$ cat src/design/i2c_master_bit_sequencer_macros.svh
// Assertion helpers shared by the sequencer RTL.
`ifndef I2C_MASTER_BIT_SEQUENCER_MACROS_SVH
`define I2C_MASTER_BIT_SEQUENCER_MACROS_SVH

// Same-cycle implication, checked at every rising clock edge out of reset.
`define I2CMS_ASSERT_NOW(label, clk, rst, ante, cons, msg) \
   label: assert property (@(posedge clk) disable iff (rst) (ante) |-> (cons)) \
      else $error(msg);

// Next-cycle implication.
`define I2CMS_ASSERT_NEXT(label, clk, rst, ante, cons, msg) \
   label: assert property (@(posedge clk) disable iff (rst) (ante) |=> (cons)) \
      else $error(msg);

`endif

$ cat src/design/i2cms_pkg.sv
package i2cms_pkg;

   localparam int BITS_PER_BYTE = 8;
   localparam int STEP_W        = 5;
   localparam int PHASE_W       = 2;

   typedef enum logic [2:0] {
      OP_START = 3'd0,
      OP_STOP  = 3'd1,
      OP_WRITE = 3'd2,
      OP_READ  = 3'd3,
      OP_SACK  = 3'd4,
      OP_RACK  = 3'd5
   } i2cms_op_type;

   localparam logic [PHASE_W-1:0] PHASE_LAST = 2'd2;

   typedef struct packed {
      logic                     cmd_valid;
      logic [2:0]               opcode;
      logic [BITS_PER_BYTE-1:0] write_byte;
      logic                     ack_value;
      logic                     sda_in;
   } i2cms_req_type;

   typedef struct packed {
      logic                     running;
      logic [2:0]               op;
      logic [STEP_W-1:0]        step;
      logic [PHASE_W-1:0]       phase;
      logic [BITS_PER_BYTE-1:0] shreg;
      logic                     ackr;
      logic                     scl;
      logic                     sda;
   } i2cms_state_type;

   typedef struct packed {
      logic                     scl_out;
      logic                     sda_out;
      logic                     busy_res;
      logic                     done_res;
      logic [BITS_PER_BYTE-1:0] read_byte;
      logic                     ack_seen;
   } i2cms_result_type;

   // Number of line actions in each command sequence.
   function automatic logic [STEP_W-1:0] seq_len(input logic [2:0] op);
      logic [STEP_W-1:0] len;
      unique case (op)
         OP_START: len = STEP_W'(4);
         OP_STOP:  len = STEP_W'(3);
         OP_WRITE: len = STEP_W'(3 * BITS_PER_BYTE);
         OP_READ:  len = STEP_W'(1 + 2 * BITS_PER_BYTE);
         OP_SACK:  len = STEP_W'(3);
         default:  len = STEP_W'(4);
      endcase
      return len;
   endfunction

endpackage

$ cat src/design/i2cms_if.sv
interface i2cms_req_if;
   logic                               valid;
   logic                               ready;
   logic                               cmd_valid;
   logic [2:0]                         opcode;
   logic [i2cms_pkg::BITS_PER_BYTE-1:0] write_byte;
   logic                               ack_value;
   logic                               sda_in;

   modport source (output valid, cmd_valid, opcode, write_byte, ack_value, sda_in,
                   input ready);
   modport sink   (input valid, cmd_valid, opcode, write_byte, ack_value, sda_in,
                   output ready);
endinterface

interface i2cms_rsp_if;
   logic                               valid;
   logic                               ready;
   logic                               scl_out;
   logic                               sda_out;
   logic                               busy_res;
   logic                               done_res;
   logic [i2cms_pkg::BITS_PER_BYTE-1:0] read_byte;
   logic                               ack_seen;

   modport source (output valid, scl_out, sda_out, busy_res, done_res, read_byte, ack_seen,
                   input ready);
   modport sink   (input valid, scl_out, sda_out, busy_res, done_res, read_byte, ack_seen,
                   output ready);
endinterface

$ cat src/design/i2cms_action.sv
module i2cms_action (
   input  i2cms_pkg::i2cms_req_type    req,
   input  i2cms_pkg::i2cms_state_type  state,
   output i2cms_pkg::i2cms_state_type  state_next,
   output i2cms_pkg::i2cms_result_type result
);

   always_comb begin
      i2cms_pkg::i2cms_state_type nxt;
      i2cms_pkg::i2cms_result_type res;
      logic                         start;
      logic [i2cms_pkg::STEP_W-1:0] s;

      nxt   = state;
      res   = '0;
      start = !state.running && req.cmd_valid && (req.opcode <= i2cms_pkg::OP_RACK);

      // A command on an idle beat is loaded and its first action runs in the same beat.
      if (start) begin
         nxt.running = 1'b1;
         nxt.op      = req.opcode;
         nxt.step    = '0;
         nxt.phase   = '0;
         if (req.opcode == i2cms_pkg::OP_WRITE) begin
            nxt.shreg = req.write_byte;
         end else if (req.opcode == i2cms_pkg::OP_READ) begin
            nxt.shreg = '0;
         end
         if (req.opcode == i2cms_pkg::OP_SACK) begin
            nxt.ackr = req.ack_value;
         end
      end

      s = nxt.step;

      if (nxt.running) begin
         unique case (nxt.op)
            i2cms_pkg::OP_START: begin
               priority if (s == 0) nxt.sda = 1'b1;
               else if (s == 1)     nxt.scl = 1'b1;
               else if (s == 2)     nxt.sda = 1'b0;
               else                 nxt.scl = 1'b0;
            end
            i2cms_pkg::OP_STOP: begin
               priority if (s == 0) nxt.sda = 1'b0;
               else if (s == 1)     nxt.scl = 1'b1;
               else                 nxt.sda = 1'b1;
            end
            i2cms_pkg::OP_WRITE: begin
               // The phase counter tracks the step within each three-action bit.
               priority if (nxt.phase == 0) begin
                  nxt.sda = nxt.shreg[i2cms_pkg::BITS_PER_BYTE-1];
               end else if (nxt.phase == 1) begin
                  nxt.scl = 1'b1;
               end else begin
                  nxt.scl   = 1'b0;
                  nxt.shreg = {nxt.shreg[i2cms_pkg::BITS_PER_BYTE-2:0], 1'b0};
               end
            end
            i2cms_pkg::OP_READ: begin
               priority if (s == 0) begin
                  nxt.sda = 1'b1;
               end else if (s[0]) begin
                  nxt.scl = 1'b1;
               end else begin
                  nxt.scl   = 1'b0;
                  nxt.shreg = {nxt.shreg[i2cms_pkg::BITS_PER_BYTE-2:0], req.sda_in};
               end
            end
            i2cms_pkg::OP_SACK: begin
               priority if (s == 0) nxt.sda = nxt.ackr;
               else if (s == 1)     nxt.scl = 1'b1;
               else                 nxt.scl = 1'b0;
            end
            default: begin
               // Receive ack: the third action holds both lines.
               priority if (s == 0) begin
                  nxt.sda = 1'b1;
               end else if (s == 1) begin
                  nxt.scl = 1'b1;
               end else if (s == 3) begin
                  nxt.scl  = 1'b0;
                  nxt.ackr = req.sda_in;
               end else begin
               end
            end
         endcase

         nxt.step  = s + 1'b1;
         nxt.phase = (nxt.phase == i2cms_pkg::PHASE_LAST) ? '0 : nxt.phase + 1'b1;

         if (nxt.step >= i2cms_pkg::seq_len(nxt.op)) begin
            nxt.running  = 1'b0;
            res.done_res = 1'b1;
            if (nxt.op == i2cms_pkg::OP_READ) begin
               res.read_byte = nxt.shreg;
            end
            if (nxt.op == i2cms_pkg::OP_RACK) begin
               res.ack_seen = nxt.ackr;
            end
         end
      end

      res.scl_out  = nxt.scl;
      res.sda_out  = nxt.sda;
      res.busy_res = nxt.running;

      state_next = nxt;
      result     = res;
   end

endmodule

$ cat src/design/i2c_master_bit_sequencer.sv
// A response beat is registered and valid in the cycle after its request beat is accepted.
// Throughput: one request beat per cycle when not stalled; each beat is one line action,
// set by the single state register that the action logic updates on every accepted beat.
// A stalled response holds one beat in the output register and holds off requests.
// Reset (synchronous): idle, SCL and SDA released high, no response pending.
`include "i2c_master_bit_sequencer_macros.svh"

module i2c_master_bit_sequencer (
   input  logic         clock,
   input  logic         reset,
   i2cms_req_if.sink    req_chan,
   i2cms_rsp_if.source  rsp_chan
);

   i2cms_pkg::i2cms_req_type    req;
   i2cms_pkg::i2cms_state_type  state_ff;
   i2cms_pkg::i2cms_state_type  state_in;
   i2cms_pkg::i2cms_result_type result_ff;
   i2cms_pkg::i2cms_result_type result_in;
   logic                        rsp_valid_ff;
   logic                        accept;

   assign req.cmd_valid  = req_chan.cmd_valid;
   assign req.opcode     = req_chan.opcode;
   assign req.write_byte = req_chan.write_byte;
   assign req.ack_value  = req_chan.ack_value;
   assign req.sda_in     = req_chan.sda_in;

   assign req_chan.ready = !rsp_valid_ff || rsp_chan.ready;
   assign accept         = req_chan.valid && req_chan.ready;

   i2cms_action u_action (
      .req        (req),
      .state      (state_ff),
      .state_next (state_in),
      .result     (result_in)
   );

   always_ff @(posedge clock) begin
      if (reset) begin
         state_ff         <= '{scl: 1'b1, sda: 1'b1, default: '0};
         rsp_valid_ff     <= 1'b0;
      end else begin
         if (accept) begin
            state_ff     <= state_in;
            rsp_valid_ff <= 1'b1;
         end else if (rsp_chan.ready) begin
            rsp_valid_ff <= 1'b0;
         end
      end
   end

   always_ff @(posedge clock) begin
      if (accept) begin
         result_ff <= result_in;
      end
   end

   assign rsp_chan.valid     = rsp_valid_ff;
   assign rsp_chan.scl_out   = result_ff.scl_out;
   assign rsp_chan.sda_out   = result_ff.sda_out;
   assign rsp_chan.busy_res  = result_ff.busy_res;
   assign rsp_chan.done_res  = result_ff.done_res;
   assign rsp_chan.read_byte = result_ff.read_byte;
   assign rsp_chan.ack_seen  = result_ff.ack_seen;

   `I2CMS_ASSERT_NOW(a_done_not_busy, clock, reset, rsp_valid_ff && result_ff.done_res, !result_ff.busy_res, "done beat reports busy")
   `I2CMS_ASSERT_NOW(a_step_in_range, clock, reset, state_ff.running, state_ff.step < i2cms_pkg::seq_len(state_ff.op), "step count past end of sequence")
   `I2CMS_ASSERT_NOW(a_phase_in_range, clock, reset, 1'b1, state_ff.phase != 2'd3, "bit phase out of range")
   `I2CMS_ASSERT_NOW(a_data_only_with_done, clock, reset, rsp_valid_ff && !result_ff.done_res, result_ff.read_byte == '0 && !result_ff.ack_seen, "read data without done")
   `I2CMS_ASSERT_NEXT(a_idle_lines_hold, clock, reset, accept && !state_ff.running && !(req.cmd_valid && req.opcode <= i2cms_pkg::OP_RACK), state_ff.scl == $past(state_ff.scl) && state_ff.sda == $past(state_ff.sda) && !state_ff.running, "lines moved on an idle beat")

endmodule
$ cat src/flat_wrapper.sv
// flat-port wrapper written by rule: the top's interface ports become plain ports
module i2c_master_bit_sequencer_flat 
  (clock, reset, req_chan_valid, req_chan_cmd_valid, req_chan_opcode, req_chan_write_byte, req_chan_ack_value, req_chan_sda_in, req_chan_ready, rsp_chan_valid, rsp_chan_scl_out, rsp_chan_sda_out, rsp_chan_busy_res, rsp_chan_done_res, rsp_chan_read_byte, rsp_chan_ack_seen, rsp_chan_ready);
  i2cms_req_if req_chan_i ();
  i2cms_rsp_if rsp_chan_i ();
  input  logic clock;
  input  logic reset;
  input wire logic [$bits(req_chan_i.valid)-1:0] req_chan_valid;
  input wire logic [$bits(req_chan_i.cmd_valid)-1:0] req_chan_cmd_valid;
  input wire logic [$bits(req_chan_i.opcode)-1:0] req_chan_opcode;
  input wire logic [$bits(req_chan_i.write_byte)-1:0] req_chan_write_byte;
  input wire logic [$bits(req_chan_i.ack_value)-1:0] req_chan_ack_value;
  input wire logic [$bits(req_chan_i.sda_in)-1:0] req_chan_sda_in;
  output wire logic [$bits(req_chan_i.ready)-1:0] req_chan_ready;
  output wire logic [$bits(rsp_chan_i.valid)-1:0] rsp_chan_valid;
  output wire logic [$bits(rsp_chan_i.scl_out)-1:0] rsp_chan_scl_out;
  output wire logic [$bits(rsp_chan_i.sda_out)-1:0] rsp_chan_sda_out;
  output wire logic [$bits(rsp_chan_i.busy_res)-1:0] rsp_chan_busy_res;
  output wire logic [$bits(rsp_chan_i.done_res)-1:0] rsp_chan_done_res;
  output wire logic [$bits(rsp_chan_i.read_byte)-1:0] rsp_chan_read_byte;
  output wire logic [$bits(rsp_chan_i.ack_seen)-1:0] rsp_chan_ack_seen;
  input wire logic [$bits(rsp_chan_i.ready)-1:0] rsp_chan_ready;
  assign req_chan_i.valid = req_chan_valid;
  assign req_chan_i.cmd_valid = req_chan_cmd_valid;
  assign req_chan_i.opcode = req_chan_opcode;
  assign req_chan_i.write_byte = req_chan_write_byte;
  assign req_chan_i.ack_value = req_chan_ack_value;
  assign req_chan_i.sda_in = req_chan_sda_in;
  assign req_chan_ready = req_chan_i.ready;
  assign rsp_chan_valid = rsp_chan_i.valid;
  assign rsp_chan_scl_out = rsp_chan_i.scl_out;
  assign rsp_chan_sda_out = rsp_chan_i.sda_out;
  assign rsp_chan_busy_res = rsp_chan_i.busy_res;
  assign rsp_chan_done_res = rsp_chan_i.done_res;
  assign rsp_chan_read_byte = rsp_chan_i.read_byte;
  assign rsp_chan_ack_seen = rsp_chan_i.ack_seen;
  assign rsp_chan_i.ready = rsp_chan_ready;
  i2c_master_bit_sequencer u_core (.clock(clock), .reset(reset), .req_chan(req_chan_i), .rsp_chan(rsp_chan_i));
endmodule
$ cat config.mk
export PLATFORM = sky130hd
export DESIGN_NAME = i2c_master_bit_sequencer_flat
export DESIGN_NICKNAME = d
export VERILOG_FILES = /design/src/design/i2cms_pkg.sv /design/src/design/i2cms_if.sv /design/src/design/i2cms_action.sv /design/src/design/i2c_master_bit_sequencer.sv /design/src/flat_wrapper.sv
export VERILOG_INCLUDE_DIRS = /design/src /design/src/design
export SDC_FILE = /design/constraint.sdc
export NUM_CORES = 1
export LEC_CHECK = 0
export BUFFER_PORTS_ARGS = -buffer_cell sky130_fd_sc_hd__buf_2
export CAP_MARGIN = 40
export CORE_UTILIZATION = 35
export DETAILED_ROUTE_END_ITERATION = 8
export PLACE_DENSITY_LB_ADDON = 0.3
export SLEW_MARGIN = 40
export SYNTH_ARGS = -nofsm -noshare
export SYNTH_HDL_FRONTEND = slang
export SYNTH_SLANG_ARGS = --single-unit
$ cat constraint.sdc
create_clock -name clock -period 4.3 [get_ports clock]
set_input_delay 0.86 -clock clock [delete_from_list [all_inputs] [get_ports clock]]
set_output_delay 0.86 -clock clock [all_outputs]
set_load 0.02 [all_outputs]
==> impl_results.md <==
- Final setup violating endpoints: 0
- Critical path type: in -> reg
- First-pass GRT wire length: 10330 microns
- Critical path arrival: 3.49 ns
- # clock sinks: 36
- # hold bufs at CTS: 0
- Drt wl/cell: between 15 and 20 microns
- Die ar.: 7078 sq um
- Ys async rst share: 0
- Max clock buf depth: 2
- # H-tree levels: 2
- IO buf count: 32
- Tcrit/Tclk final: 0.8038
- Unrepaired setup endpoints after global routing: no
- Hold Path Class: reg -> reg
- Layout Nets: 343
- Post-Syn Area: 2361 sq um
- Post_cts resized: 0
- Worst Path Max Fanout: 8
- PwrDens: 325.6 nW/um^2
- Final ANT Viol Nets: 0
- Initial drt markers: around 180
- I/O Pins: 33
- Global route overflow: 0
- Peak VDD IR: 0.1228 mV
- Highest clock rate: a little under 300 MHz
- Later-pin clock latency in the skew report: 0.29 ns
- Slew Limit Fails: 0
- Syn Inst Count: 282
- Register area share after synthesis: 0.3604
- Hold Violations, Final: 0
- Crit path launch type: input port
- Worst hold path startpoint: u_core.state_ff[14]
- Most used DFF post-synth: dfxtp_1
- Total Routed Length: 6125 microns
- Unique cell type count in the Yosys netlist: 54
- Average size of a mapped cell: 8.372 sq um
- Share of cells above drive strength 1: 0.1830
- CP endpoint kind: flip-flop
- Number of detailed-route iterations in the first pass: 6
- Skew final: roughly 0.010 ns
- Die Y: around 84 microns
- Failing checks: design-rule violations
- Cell row count: 29
- Setup_tns: 0 ns
- Max transition margin: 0.5504
- Post-synth EDFFs: 13
- Core footprint: roughly 6400 sq um
- Die width: around 84 microns
- ANT cells: 0
- Status: complete, but fails checks
- CTS tree: yes
- Placed cell count: 386
- Final Wtd Congestion: 0.9133
- Least-Margin Pin Slew: 0.6650 ns
- Post-CTS setup buffers: 0
- Largest net degree at the start of global routing: 35
- Synthesis-stage register bit count: 36
- Crit path required time: 4.33 ns
- Vias/cell: 5.528
- GRT Util Overall: 0.1871
- Initial Util: 0.3676
- CTS buffer count: 5
- Vias in the first global route: between 2000 and 2500
- Min Tclk post-route: 3.456 ns
- Max cap viols: 0
- Synth warn: 0
- Syn-to-layout area delta: 14.94%
- Root buffer cell: clkbuf_8
- Worst-path clk slew: 0.08 ns
- Pleak: 1.075 nW
- DRC viols: 10
- Post-DP HPWL: 4636 microns
- Start of the worst register-to-register path: u_core.state_ff[21]
- Syn nets: 309
- Final Instance Count excl. Fillers: 394
- Antenna violations before repair: 0
- Setup crit start: req_chan_cmd_valid
- Via Count: 2178
-- cell usage after synthesis, types with 3 or more instances --
| master | n | area [sq um] |
|---|---|---|
| ha_1 | 9 | 112.6 |
| and2_1 | 3 | 18.77 |
| dfxtp_1 | 23 | 460.4 |
| a211oi_1 | 12 | 90.09 |
| nor3_1 | 8 | 40.04 |
| nand3_1 | 10 | 50.05 |
| nand2_1 | 33 | 123.9 |
| a21o_1 | 4 | 30.03 |
| nor2b_1 | 4 | 25.02 |
| a311oi_1 | 3 | 26.28 |
| edfxtp_1 | 13 | 390.4 |
| clkbuf_1 | 7 | 26.28 |
| inv_1 | 7 | 26.28 |
| a21oi_1 | 22 | 110.1 |
| o21ai_0 | 15 | 75.07 |
| nand2b_1 | 13 | 81.33 |
| nor2_1 | 41 | 153.9 |
| mux2i_1 | 10 | 100.1 |
| o21ai_1 | 4 | 20.02 |
-- worst paths after layout --
path / end / slack (ns) / depth (start not counted)
worst max-delay path: u_core.rsp_chan.read_byte[4] / 0.84 / 12
worst min register to register: u_core.state_ff[14] / 0.49 / 2
worst max register to register: u_core.rsp_chan.read_byte[4] / 1.06 / 11
worst min-delay path: u_core.state_ff[14] / 0.49 / 2
-- worst max-delay path, stage by stage --
cell	delay (ns)
buf_2	0.14
or3b_1	0.46
a21o_4	0.29
and3_4	0.19
or3b_1	0.40
ha_1	0.28
a21o_1	0.15
a21oi_1	0.13
o21ai_0	0.10
buf_4	0.16
nand3_1	0.24
nor3_1	0.10
-- stage by stage --
step | setup slack [ns] | hold WS, ns | total power [mW] | instance area, sq um | util
2_1_floorplan | 0.7779 | 0.4501 | 0.5377 | 2361 | -
3_3_place_gp | 0.5898 | 0.4757 | 0.6006 | 2605 | 0.4056
3_5_place_dp | 0.5404 | 0.4802 | 0.6008 | 2605 | 0.4056
4_1_cts | 0.8498 | 0.4953 | 0.8874 | 2714 | 0.4226
5_1_grt | 0.6732 | 0.5126 | 0.9268 | 2714 | 0.4226
6_report | 0.8438 | 0.4939 | 0.8837 | 2714 | 0.4226
-- power by group --
group | total, mW | leakage (nW) | switching [mW] | internal (mW)
registers | 0.388 | 0.317 | 0.0139 | 0.374
logic | 0.207 | 0.700 | 0.129 | 0.0781
clock network | 0.289 | 0.0573 | 0.137 | 0.152
-- flip-flops by register name, summed over array words and instances (netlist names) --
register and cells:
u_core.rsp_chan.busy_res 1, u_core.rsp_chan.ack_seen 1, u_core.state_ff 22, u_core.rsp_chan.sda_out 1, u_core.rsp_chan.scl_out 1, u_core.rsp_chan.valid 1, u_core.rsp_chan.done_res 1, u_core.rsp_chan.read_byte 8
-- metal layers --
layer / GRT usage / up-vias / wire (microns)
met1: 0.2569 / 1020 / 2982
met2: 0.2817 / 54 / 2609
met5: 0 / - / 0
met4: 0.08150 / 0 / 153
met3: 0.04326 / 13 / 379
li1: - / 1091 / -
-- cells in the final DEF (no fill, tap or decap), types with 2 or more instances in the layout --
cell,synthesis,routed
nor2_1,41,41
nand2_1,33,33
buf_2,1,32
dfxtp_1,23,23
a21oi_1,22,22
o21ai_0,15,15
nand2b_1,13,13
edfxtp_1,13,13
a211oi_1,12,12
nand3_1,10,10
mux2i_1,10,10
ha_1,9,9
nor3_1,8,8
inv_1,7,7
clkbuf_8,0,5
buf_4,1,5
a21o_1,4,4
nor2b_1,4,4
o21ai_1,4,4
and2_1,3,3
a311oi_1,3,3
or3b_1,2,2
and3_1,2,2
nor4b_1,2,2
o22ai_1,2,2
mux2_2,2,2
xor2_1,2,2
-- cell type report --
cell class / count / area [sq um]
fillers: 644 / 3709
multi-input cells: 229 / 1434
inverters: 7 / 26.28
clock inverters: 2 / 15.01
well taps: 77 / 96.34
flip-flops and latches: 36 / 850.8
repair buffers: 37 / 197.7
clock buffers: 6 / 93.84
-- cell families (layout without fill, tap and decap cells) --
group,after synthesis,after routing,share of synthesized area
AO/OA/AOI/OAI,74,74,0.2099
multiplexers,12,12,0.05194
XOR/XNOR,3,3,0.01113
adder cells (fa/ha/maj),9,9,0.04770
flip-flops,36,36,0.3604
buffers and inverters,17,52,0.03233
AND/OR/NAND/NOR,131,131,0.2867
(Power assumes the default switching activity.)
